## src/bdq_pkg.sv

```systemverilog
package bdq_pkg;

    // stream payload widths
    localparam int S_TDATA_W = 40;   // item_value, index, zero fill
    localparam int S_TUSER_W = 3;    // req_type
    localparam int M_TDATA_W = 112;  // result fields, zero fill
    localparam int WORD_W    = 32;   // width of value fields on the ports
    localparam int INDEX_W   = 4;
    localparam int COUNT_W   = 5;

    typedef enum logic [2:0] {
        REQ_HEAD_INSERT = 3'd0,
        REQ_TAIL_INSERT = 3'd1,
        REQ_HEAD_REMOVE = 3'd2,
        REQ_TAIL_REMOVE = 3'd3,
        REQ_CONTAINS    = 3'd4,
        REQ_REMOVE_FIRST = 3'd5,
        REQ_READ_INDEX  = 3'd6,
        REQ_CLEAR       = 3'd7
    } t_req;

    typedef enum logic [1:0] {
        ST_OK    = 2'd0,
        ST_FULL  = 2'd1,
        ST_EMPTY = 2'd2,
        ST_RANGE = 2'd3
    } t_status;

    typedef enum logic [6:0] {
        S_IDLE  = 7'b0000001,
        S_EXEC  = 7'b0000010,
        S_SCAN  = 7'b0000100,
        S_SHIFT = 7'b0001000,
        S_RDIDX = 7'b0010000,
        S_FRONT = 7'b0100000,
        S_BACK  = 7'b1000000
    } t_state;

endpackage

```

## src/bounded_deque_with_search_top.sv

```systemverilog
// channel   dir  tdata (lowest bit up)                                   tuser
// s_axis    in   item_value[31:0], index[35:32], zero fill to 40 bits      req_type[2:0]
// m_axis    out  status[1:0], found[2], read_value[34:3], empty_flag[35],  -
//                entry_count[40:36], front_value[72:41], back_value[104:73],
//                zero fill to 112 bits
//
// one request at a time: o_s_axis_tready is high only while the sequencer idles
// inserts, removes and clear pass S_EXEC, S_FRONT and S_BACK; read index adds S_RDIDX
// contains and remove first match scan, a removal may shift: the scan and the gap
// closing share the single read port of the entry memory, one entry a cycle
// results sit in an output register, so a new request is taken while one waits
// a stalled master holds the sequencer at its last step; reset is synchronous
module bounded_deque_with_search_top #(
    parameter int DEPTH      = 16,
    parameter int DATA_WIDTH = 32
) (
    input  logic                        i_clk,
    input  logic                        i_rst_n,
    input  logic                        i_s_axis_tvalid,
    output logic                        o_s_axis_tready,
    // item_value[31:0], index[35:32]
    input  logic [bdq_pkg::S_TDATA_W-1:0] i_s_axis_tdata,
    // req_type[2:0]
    input  logic [bdq_pkg::S_TUSER_W-1:0] i_s_axis_tuser,
    output logic                        o_m_axis_tvalid,
    input  logic                        i_m_axis_tready,
    // status, found, read_value, empty_flag, entry_count, front_value, back_value
    output logic [bdq_pkg::M_TDATA_W-1:0] o_m_axis_tdata
);
    import bdq_pkg::*;

    localparam int AW   = (DEPTH > 1) ? $clog2(DEPTH) : 1;   // slot address
    localparam int CW   = $clog2(DEPTH + 1);                 // entry count
    localparam int PW   = CW + 1;                            // position plus look-ahead
    localparam int CMPW = (CW > INDEX_W) ? CW : INDEX_W;

    // slot of a position counted from the front, wrapping at DEPTH
    function automatic logic [AW-1:0] slot(input logic [AW-1:0] base,
                                           input logic [AW-1:0] pos);
        logic [AW:0] s;
        s = {1'b0, base} + {1'b0, pos};
        if (s >= (AW+1)'(DEPTH)) begin
            s = s - (AW+1)'(DEPTH);
        end
        return s[AW-1:0];
    endfunction

    // word of DATA_WIDTH bits onto a port field, zero extended or cut
    function automatic logic [WORD_W-1:0] to_port(input logic [DATA_WIDTH-1:0] w);
        logic [63:0] t;
        t = 64'(w);
        return t[WORD_W-1:0];
    endfunction

    // entry memory
    logic [DATA_WIDTH-1:0] mem [DEPTH];
    logic                  w_we;
    logic [AW-1:0]         w_waddr;
    logic [DATA_WIDTH-1:0] w_wdata;
    logic                  w_re;
    logic [AW-1:0]         w_raddr;
    logic [DATA_WIDTH-1:0] r_rdata;

    always_ff @(posedge i_clk) begin
        if (w_we) begin
            mem[w_waddr] <= w_wdata;
        end
        if (w_re) begin
            r_rdata <= mem[w_raddr];
        end
    end

    // control state
    t_state            r_state,  n_state;
    logic [AW-1:0]     r_front,  n_front;
    logic [CW-1:0]     r_count,  n_count;
    logic              r_out_valid, n_out_valid;

    // request and result payload
    t_req              r_req,    n_req;
    logic [DATA_WIDTH-1:0] r_val, n_val;
    logic [INDEX_W-1:0] r_idx,   n_idx;
    logic [AW-1:0]     r_k,      n_k;
    t_status           r_status, n_status;
    logic              r_found,  n_found;
    logic [DATA_WIDTH-1:0] r_rd, n_rd;
    logic [DATA_WIDTH-1:0] r_frontv, n_frontv;
    logic [M_TDATA_W-1:0]  r_out_data, n_out_data;

    logic              w_accept;
    logic              w_full;
    logic              w_empty;
    logic              w_hit;
    logic [PW-1:0]     w_pos1;
    logic [PW-1:0]     w_pos2;
    logic [PW-1:0]     w_count_p;
    logic              w_range_bad;
    logic              w_out_free;

    assign o_s_axis_tready = (r_state == S_IDLE);
    assign w_accept    = i_s_axis_tvalid && o_s_axis_tready;
    assign w_full      = (r_count == CW'(DEPTH));
    assign w_empty     = (r_count == '0);
    assign w_hit       = (r_rdata == r_val);
    assign w_pos1      = PW'(r_k) + PW'(1);
    assign w_pos2      = PW'(r_k) + PW'(2);
    assign w_count_p   = PW'(r_count);
    assign w_range_bad = (CMPW'(r_idx) >= CMPW'(r_count));
    assign w_out_free  = !r_out_valid || i_m_axis_tready;

    always_comb begin
        n_state     = r_state;
        n_front     = r_front;
        n_count     = r_count;
        n_out_valid = r_out_valid;
        n_req       = r_req;
        n_val       = r_val;
        n_idx       = r_idx;
        n_k         = r_k;
        n_status    = r_status;
        n_found     = r_found;
        n_rd        = r_rd;
        n_frontv    = r_frontv;
        w_we        = 1'b0;
        w_waddr     = r_front;
        w_wdata     = r_val;
        w_re        = 1'b0;
        w_raddr     = r_front;

        // result taken by the master
        if (r_out_valid && i_m_axis_tready) begin
            n_out_valid = 1'b0;
        end

        case (r_state)
            S_IDLE: begin
                if (w_accept) begin
                    n_req    = t_req'(i_s_axis_tuser[2:0]);
                    n_val    = DATA_WIDTH'(i_s_axis_tdata[WORD_W-1:0]);
                    n_idx    = i_s_axis_tdata[WORD_W +: INDEX_W];
                    n_status = ST_OK;
                    n_found  = 1'b0;
                    n_rd     = '0;
                    n_state  = S_EXEC;
                end
            end
            S_EXEC: begin
                n_state = S_FRONT;
                case (r_req)
                    REQ_HEAD_INSERT: begin
                        if (w_full) begin
                            n_status = ST_FULL;
                        end else begin
                            n_front = (r_front == '0) ? AW'(DEPTH - 1) : r_front - AW'(1);
                            w_we    = 1'b1;
                            w_waddr = n_front;
                            n_count = r_count + CW'(1);
                        end
                    end
                    REQ_TAIL_INSERT: begin
                        if (w_full) begin
                            n_status = ST_FULL;
                        end else begin
                            w_we    = 1'b1;
                            w_waddr = slot(r_front, AW'(r_count));
                            n_count = r_count + CW'(1);
                        end
                    end
                    REQ_HEAD_REMOVE: begin
                        if (w_empty) begin
                            n_status = ST_EMPTY;
                        end else begin
                            n_front = (r_front == AW'(DEPTH - 1)) ? '0 : r_front + AW'(1);
                            n_count = r_count - CW'(1);
                            n_found = 1'b1;
                        end
                    end
                    REQ_TAIL_REMOVE: begin
                        if (w_empty) begin
                            n_status = ST_EMPTY;
                        end else begin
                            n_count = r_count - CW'(1);
                            n_found = 1'b1;
                        end
                    end
                    REQ_CONTAINS, REQ_REMOVE_FIRST: begin
                        if (w_empty) begin
                            n_status = ST_EMPTY;
                        end else begin
                            // position 0 comes back next cycle
                            w_re    = 1'b1;
                            w_raddr = r_front;
                            n_k     = '0;
                            n_state = S_SCAN;
                        end
                    end
                    REQ_READ_INDEX: begin
                        if (w_range_bad) begin
                            n_status = ST_RANGE;
                        end else begin
                            w_re    = 1'b1;
                            w_raddr = slot(r_front, AW'(r_idx));
                            n_state = S_RDIDX;
                        end
                    end
                    REQ_CLEAR: begin
                        n_count = '0;
                        n_front = '0;
                    end
                    default: begin
                        n_state = S_FRONT;
                    end
                endcase
            end
            S_SCAN: begin
                // data of position r_k is here, fetch the next one meanwhile
                if (w_pos1 < w_count_p) begin
                    w_re    = 1'b1;
                    w_raddr = slot(r_front, AW'(w_pos1));
                end
                if (w_hit) begin
                    if (r_req == REQ_CONTAINS) begin
                        n_found = 1'b1;
                        n_state = S_FRONT;
                    end else if (w_pos1 < w_count_p) begin
                        n_state = S_SHIFT;
                    end else begin
                        n_count = r_count - CW'(1);
                        n_found = 1'b1;
                        n_state = S_FRONT;
                    end
                end else if (w_pos1 >= w_count_p) begin
                    n_status = ST_EMPTY;
                    n_state  = S_FRONT;
                end else begin
                    n_k = AW'(w_pos1);
                end
            end
            S_SHIFT: begin
                // entry r_k+1 moves into slot of r_k; writes trail the reads
                w_we    = 1'b1;
                w_waddr = slot(r_front, r_k);
                w_wdata = r_rdata;
                if (w_pos2 < w_count_p) begin
                    w_re    = 1'b1;
                    w_raddr = slot(r_front, AW'(w_pos2));
                    n_k     = AW'(w_pos1);
                end else begin
                    n_count = r_count - CW'(1);
                    n_found = 1'b1;
                    n_state = S_FRONT;
                end
            end
            S_RDIDX: begin
                n_rd    = r_rdata;
                n_state = S_FRONT;
            end
            S_FRONT: begin
                if (!w_empty) begin
                    w_re    = 1'b1;
                    w_raddr = r_front;
                end
                n_state = S_BACK;
            end
            S_BACK: begin
                // front word arrives, fetch the back word
                n_frontv = r_rdata;
                if (!w_empty) begin
                    w_re    = 1'b1;
                    w_raddr = slot(r_front, AW'(r_count - CW'(1)));
                end
                n_state = S_IDLE;
                // stay put until the output register can take the beat
                if (!w_out_free) begin
                    n_state = S_BACK;
                    w_re    = 1'b0;
                    n_frontv = r_frontv;
                end
            end
            default: begin
                n_state = S_IDLE;
            end
        endcase
    end

    // the back word lands in the cycle after S_BACK, so r_emit marks that cycle and
    // the beat is built then into a registered snapshot
    logic r_emit, n_emit;
    assign n_emit = (r_state == S_BACK) && w_out_free;

    always_comb begin
        n_out_data = r_out_data;
        if (r_emit) begin
            n_out_data = {
                7'd0,
                w_empty ? {WORD_W{1'b0}} : to_port(r_rdata),
                w_empty ? {WORD_W{1'b0}} : to_port(r_frontv),
                COUNT_W'(r_count),
                w_empty,
                to_port(r_rd),
                r_found,
                r_status
            };
        end
    end

    always_ff @(posedge i_clk) begin
        if (!i_rst_n) begin
            r_state     <= S_IDLE;
            r_front     <= '0;
            r_count     <= '0;
            r_out_valid <= 1'b0;
            r_emit      <= 1'b0;
        end else begin
            r_state     <= n_state;
            r_front     <= n_front;
            r_count     <= n_count;
            r_out_valid <= r_emit ? 1'b1 : n_out_valid;
            r_emit      <= n_emit;
        end
    end

    always_ff @(posedge i_clk) begin
        r_req      <= n_req;
        r_val      <= n_val;
        r_idx      <= n_idx;
        r_k        <= n_k;
        r_status   <= n_status;
        r_found    <= n_found;
        r_rd       <= n_rd;
        r_frontv   <= n_frontv;
        r_out_data <= n_out_data;
    end

    assign o_m_axis_tvalid = r_out_valid;
    assign o_m_axis_tdata  = r_out_data;

`ifndef SYNTH
    // occupancy never passes the capacity
    a_count_bound: assert property (@(posedge i_clk) disable iff (!i_rst_n)
        r_count <= CW'(DEPTH))
        else $error("entry count above capacity");

    // an accepted request always starts execution next cycle
    a_accept_exec: assert property (@(posedge i_clk) disable iff (!i_rst_n)
        w_accept |=> (r_state == S_EXEC))
        else $error("accepted request not executed");

    // a result beat reports emptiness that agrees with its count
    a_empty_count: assert property (@(posedge i_clk) disable iff (!i_rst_n)
        o_m_axis_tvalid |-> (o_m_axis_tdata[35] == (o_m_axis_tdata[40:36] == 5'd0)))
        else $error("empty flag disagrees with entry_count");

    // a snapshot is only taken into a free output register
    a_emit_free: assert property (@(posedge i_clk) disable iff (!i_rst_n)
        r_emit |-> !r_out_valid)
        else $error("result beat overwritten");
`endif

endmodule

```

## config.mk

```make
export PLATFORM = sky130hd
export DESIGN_NAME = bounded_deque_with_search_top
export DESIGN_NICKNAME = d
export VERILOG_FILES = /design/src/bdq_pkg.sv /design/src/bounded_deque_with_search_top.sv
export SDC_FILE = /design/constraint.sdc
export NUM_CORES = 1
export LEC_CHECK = 0
export BUFFER_PORTS_ARGS = -buffer_cell sky130_fd_sc_hd__buf_2
export CAP_MARGIN = 40
export CORE_MARGIN = 3
export CORE_UTILIZATION = 40
export DETAILED_ROUTE_END_ITERATION = 12
export GPL_ROUTABILITY_DRIVEN = 0
export GPL_TIMING_DRIVEN = 0
export PLACE_DENSITY = 0.67
export SLEW_MARGIN = 20
export SYNTH_ARGS = -nofsm -noshare
export SYNTH_HDL_FRONTEND = slang
export SYNTH_SLANG_ARGS = --single-unit
```

## constraint.sdc

```tcl
create_clock -name i_clk -period 4.6 [get_ports i_clk]
set_clock_uncertainty 0.15 [all_clocks]
set_input_delay 0.92 -clock i_clk [delete_from_list [all_inputs] [get_ports i_clk]]
set_output_delay 0.92 -clock i_clk [all_outputs]
set_load 0.03 [all_outputs]
```

; ---- After elaboration in Yosys (flattened, before gate mapping)
; Memories as Yosys holds them, arrays and structs flattened. A register that Yosys moved wholly into a read port is not among the register bits.
; Index checks and enable logic that the tools add are counted.
; Widths: inputs -> output; s select.
[op_classes]
n_div = 0
multipliers = 0
reduce_logical = 27
n_eq_ne = 39
order_cmp = 10
n_shift = 0
n_addsub = 18
n_mux = 78
bitwise = 0
[op_table]
columns = op, n
row1 = $mux 4, 21
row2 = $mux 32, 2
row3 = $pmux 32 s2, 1
row4 = $pmux 7 s7, 1
row5 = $mux 7, 5
row6 = $eq 32x32->1, 1
row7 = $add 4x4->5, 6
row8 = $ge 5x5->1 const B, 6
row9 = $mux 5, 6
row10 = $pmux 5 s3, 2
row11 = $sub 4x1->4 const B, 7
row12 = $mux 6, 4
row13 = $pmux 4 s3, 2
row14 = $ne 2x2->1 const B, 11
row15 = $ne 3x3->1 const B, 7
row16 = $mux 1, 18
row17 = $pmux 4 s2, 2
row18 = $pmux 4 s4, 1
row19 = $reduce_and 8->1, 2
row20 = $eq 3x3->1 const B, 4
row21 = $mux 2, 6
row22 = $pmux 2 s3, 2
row23 = $pmux 6 s2, 1
row24 = $lt 5x5->1, 2
row25 = other kinds (39), 52
[totals]
word_cells = 188
n_memories = 1
ramBits = 512
rom_bits = 0
latch_bits = 0
regBits = 233
[mem_list]
columns = name, depth, width, read_ports, rd_ports_with_merged_regs, write_ports, line_no
row1 = mem, 16, 32, 1, 1, 1, bounded_deque_with_search_top.sv:56  ; logic [DATA_WIDTH-1:0] mem [DEPTH];

; ---- Logic depth before layout (Yosys ltp)
[depth]
ltp_word = 6
mapped_depth = 17

; ---- Worst setup path after synthesis
; Ideal clock, no wire load.
[synth_path]
kind = register -> register
start = register r_front[1]
end = memory mem[11][0], enable pin
slack_ps = 256
setup_time_ps = 421
synth_period_minus_slack_ps = 4344
arrival_time_ps = 3773
path_stages_with_launch = 12
path_cell_list = dfxtp_1 -> clkbuf_1 -> inv_1 -> ha_1 -> nor2_1 -> a21oi_1 -> o311ai_0 -> mux2i_1 -> a21oi_1 -> nor2b_1 -> nand2_1 -> nor2_1
[synth_between]
elab_chain_len = 6
[synth_rtl]
columns = item, line_no
row1 = from (decl), bounded_deque_with_search_top.sv:75  ; logic [AW-1:0] r_front, n_front;
row2 = from (signal assigned), bounded_deque_with_search_top.sv:316  ; r_front <= n_front;
row3 = $add 4x4->5, bounded_deque_with_search_top.sv:41  ; s = {1'b0, base} + {1'b0, pos};
row4 = $sub 4x1->4 or $ge 5x5->1 (tied branches), "bounded_deque_with_search_top.sv:43, bounded_deque_with_search_top.sv:42"
row5 = $mux 4, bounded_deque_with_search_top.sv:42  ; if (s >= (AW+1)'(DEPTH)) begin
row6 = $mux 4, bounded_deque_with_search_top.sv:161  ; if (w_full) begin
row7 = $pmux 4 s2, bounded_deque_with_search_top.sv:149  ; case (r_req)
row8 = $pmux 4 s2 (*), bounded_deque_with_search_top.sv:135  ; case (r_state)
row9 = to (decl), bounded_deque_with_search_top.sv:56
; Mark *: on every way between the ends. The rest lies on a longest branch, timed or not.

; ---- Final worst setup path
[layout_path]
start = register r_k[2]
end = register r_rdata[12] (read register of mem), data pin
[layout_between]
elab_chain_len = 6
[layout_rtl]
columns = item, line_no
row1 = from (decl), bounded_deque_with_search_top.sv:83  ; logic [AW-1:0] r_k, n_k;
row2 = from (signal assigned), bounded_deque_with_search_top.sv:327  ; r_k <= n_k;
row3 = $add 4x1->5 (*), bounded_deque_with_search_top.sv:105  ; assign w_pos1 = PW'(r_k) + PW'(1);
row4 = net w_pos1[3], bounded_deque_with_search_top.sv:94  ; logic [PW-1:0] w_pos1;
row5 = $add 4x4->5, bounded_deque_with_search_top.sv:41
row6 = $sub 4x1->4 or $ge 5x5->1 (tied branches), "bounded_deque_with_search_top.sv:43, bounded_deque_with_search_top.sv:42"
row7 = $mux 4, bounded_deque_with_search_top.sv:42
row8 = $mux 4, bounded_deque_with_search_top.sv:217  ; if (w_pos1 < w_count_p) begin
row9 = $pmux 4 s4, bounded_deque_with_search_top.sv:135
row10 = to (decl), bounded_deque_with_search_top.sv:62  ; logic [DATA_WIDTH-1:0] r_rdata;
; The timed path passes the listed nets; every way through them passes the cells marked *.
; A chain may end at the register's enable or synchronous reset.

==> flow_summary.json <==
{
  "crit_fanout": 10,
  "worst_pin_slew_ps": 839.1,
  "cp-start-kind": "flop",
  "netlist_instances": 2246,
  "antenna_cells": 0,
  "fin_crit_sh": 0.9802,
  "p_total_mw": 14.78,
  "cts_root_buf": "clkbuf_16",
  "fin_ws_ps": 91.20,
  "cts_buffers": 80,
  "leakagePower_nw": 12.22,
  "drc": 0,
  "crit_start": "r_k[2]$_SDFFCE_PP0P_",
  "synth-edff-count": 759,
  "min_period_ps": 4509,
  "syn_area_per_cell_sq_um": 14.00,
  "dieArea_sq_mm": 0.08200,
  "grt-ovfl-total": 0,
  "ys_ff_latch": 777,
  "power_density_mw_per_mm2": 400.0,
  "grt_max_degree": 67,
  "drt-wirelength-per-cell_microns": 23.77,
  "io_buffers": 149,
  "async_reset_ff_frac": 0,
  "pin_count": 161,
  "grt_pass1_vias": 20146,
  "arrival_ps": 4880,
  "maxSlewViolCount": 0,
  "crit_path_end_kind": "flop",
  "antenna_found_initial": 2,
  "dpl_cell_area_sq_mm": 0.03414,
  "synth_cell_types": 62,
  "clk_path_buf_depth": 3,
  "fmax_mhz": 221.8,
  "synth_flop_cell": "edfxtp_1",
  "ys.warnings.count": 0,
  "layout-drive-gt1-share": 0.1735,
  "clock_sinks": 777,
  "wirelength_microns": 85970,
  "core_area_sq_mm": 0.07772,
  "nets": 2603,
  "fin_area_sq_mm": 0.03694,
  "postLayoutCoreUtil": 0.4753,
  "track_usage": 0.2041,
  "ant_nets": 0,
  "grt_first_pass_wirelength_microns": 125800,
  "status": "finished, final reports clean",
  "holdCritStartpoint": "r_rd[13]$_SDFFCE_PN0P_",
  "dr.first_iter.drc_count": 2495,
  "num_vias": 20502,
  "reg2reg_from": "r_k[2]$_SDFFCE_PP0P_",
  "hold_viol": 0,
  "initial_core_util": 0.4045,
  "drtPass1Iterations": 6,
  "dp_hpwl_microns": 59540,
  "finalSetupViolations": 0,
  "worst-setup-path-type": "reg2reg",
  "hold_path_class": "reg2reg",
  "worst_ep_required_time_ps": 4970,
  "slew-limit-headroom": 0.4354,
  "irDropWorstVdd_mv": 0.2796,
  "clk_latency_ps": 660,
  "maxCapViolations": 0,
  "area_delta_synth_final_pct": 17.49,
  "chipWidth_microns": 286.4,
  "cts_max_level": 3,
  "synth_seq_area_share": 0.7364,
  "dp_worst_setup_slack_ps": -641.4,
  "cts_tree": "yes",
  "num_rows": 102,
  "netlist_area_sq_mm": 0.03144,
  "avgViaCountPerCell": 5.668,
  "instances_no_fill": 3617,
  "clkTransAtPathRegs_ps": 60,
  "die_height_microns": 286.4,
  "dp.cells": 3466
}
[worst paths after layout]
path	endpoint	slack (ps)	cells after the start
setup / recovery	r_rdata[12]$_DFFE_PP_	90	17
hold reg to reg	o_m_axis_tdata[16]$_DFFE_PP_	270	0
setup reg to reg	r_rdata[12]$_DFFE_PP_	90	17
hold / removal	o_m_axis_tdata[16]$_DFFE_PP_	270	0
[per-stage QoR]
| stage | TNS [ps] | hold slack [ps] |
|---|---|---|
| 6_report | 0 | 265.3 |
| 4_1_cts | 0 | 258.3 |
| 3_5_place_dp | -15990 | 254.5 |
| 3_3_place_gp | -831870 | 258.6 |
| 5_1_grt | -87.96 | 266.3 |
| 2_1_floorplan | 0 | 250.3 |
[report_power, final]
part | internal (mW) | switching, mW | total [mW]
combinational | 0.146 | 0.409 | 0.555
clock | 3.49 | 2.81 | 6.30
sequential | 7.87 | 0.0527 | 7.92
total | 11.5 | 3.27 | 14.8
[worst max-delay path: stages (launching register included)]
cell      delay, ps
edfxtp_1        430
ha_2            260
nand2_1          80
or2_2           300
nand2_1          90
ha_1            260
a21o_1          210
a21oi_4         240
nand2_2         190
a21o_1          250
o21ai_1         170
and3_1          180
clkbuf_1        230
buf_4           280
buf_2           360
a21oi_1         120
a221oi_1        410
or4_1           200
[layout make-up]
class,instances,area (sq um)
plain buffers,144,733.2
clock buffers,90,2049
clock inverters,57,533.0
fillers,6566,40780
inverters,25,93.84
multi-input cells,1304,7780
flip-flops and latches,777,23160
well taps,1040,1301
repair buffers,180,1292
[placed cells by master, fill, tap and decap left out, drive strengths merged, types with 7 or more instances in the layout]
cell type / instances
edfxtp: 759
nand2: 404
a21oi: 294
buf: 240
clkbuf: 174
a221oi: 130
nor2b: 73
nor2: 55
clkinv: 41
xor2: 40
ha: 38
and2: 37
or4: 33
inv: 27
o21ai: 26
dfxtp: 18
nand3: 12
nor4: 12
a21o: 10
xnor2: 10
clkinvlp: 10
nand2b: 10
nor3: 10
and3: 9
mux2i: 8
conb: 7
[logic make-up (layout without fill, tap and decap cells)]
group,Yosys count,count (layout),synth area share
mux,8,8,0.002547
xor+xnor,50,50,0.01393
fa+ha+maj,44,44,0.01894
buf+inv,171,496,0.02352
other cells,1,7,0.0001193
simple gates,682,682,0.1014
compound gates,513,513,0.1032
flops,777,777,0.7364
[per-layer routing]
metal | up-vias | wire length, microns | global-route usage
met2 | 1129 | 41380 | 0.3406
li1 | 9018 | - | -
met5 | - | 0 | 0
met4 | 0 | 2751 | 0.07523
met3 | 184 | 8227 | 0.04003
met1 | 10171 | 33610 | 0.2658
[cells in the mapped netlist, types with 6 or more instances]
| master | instances | area (sq um) |
|---|---|---|
| edfxtp_1 | 759 | 22790 |
| nand3_1 | 12 | 60.06 |
| and3_1 | 9 | 56.30 |
| xnor2_1 | 10 | 87.58 |
| nand2_1 | 404 | 1516 |
| a21oi_1 | 294 | 1471 |
| buf_2 | 48 | 240.2 |
| nor4_1 | 11 | 68.82 |
| o211ai_1 | 6 | 45.04 |
| o21ai_0 | 25 | 125.1 |
| inv_1 | 25 | 93.84 |
| xor2_1 | 40 | 350.3 |
| ha_1 | 38 | 475.5 |
| mux2i_1 | 8 | 80.08 |
| fa_1 | 6 | 120.1 |
| a21o_1 | 10 | 75.07 |
| buf_4 | 8 | 60.06 |
| or4_1 | 33 | 247.7 |
| clkbuf_1 | 85 | 319.1 |
| a221oi_1 | 130 | 1139 |
| and2_1 | 37 | 231.5 |
| nor2b_1 | 73 | 456.7 |
| nand2b_1 | 10 | 62.56 |
| dfxtp_1 | 18 | 360.4 |
| nor3_1 | 8 | 40.04 |
| nor2_1 | 55 | 206.5 |
[flip-flops by register name, indices dropped and copies added (netlist names)]
register,flops
mem,512
o_m_axis_tdata,105
r_frontv,32
r_rd,32
r_rdata,32
r_val,32
r_state,7
r_count,5
r_front,4
r_idx,4
r_k,4
r_req,3
r_status,2
o_m_axis_tvalid,1
r_emit,1
r_found,1
[timing repair]
item	4_1_cts	5_1_grt
endpoints found under the setup margin	32	171
hold endpoints to repair	0	0
buffers inserted	1	3
gates cloned	0	0
hold buffers	0	0
pin swaps	0	1
gates resized for setup	43	55
No activity file was read; power rests on OpenSTA's default activity.
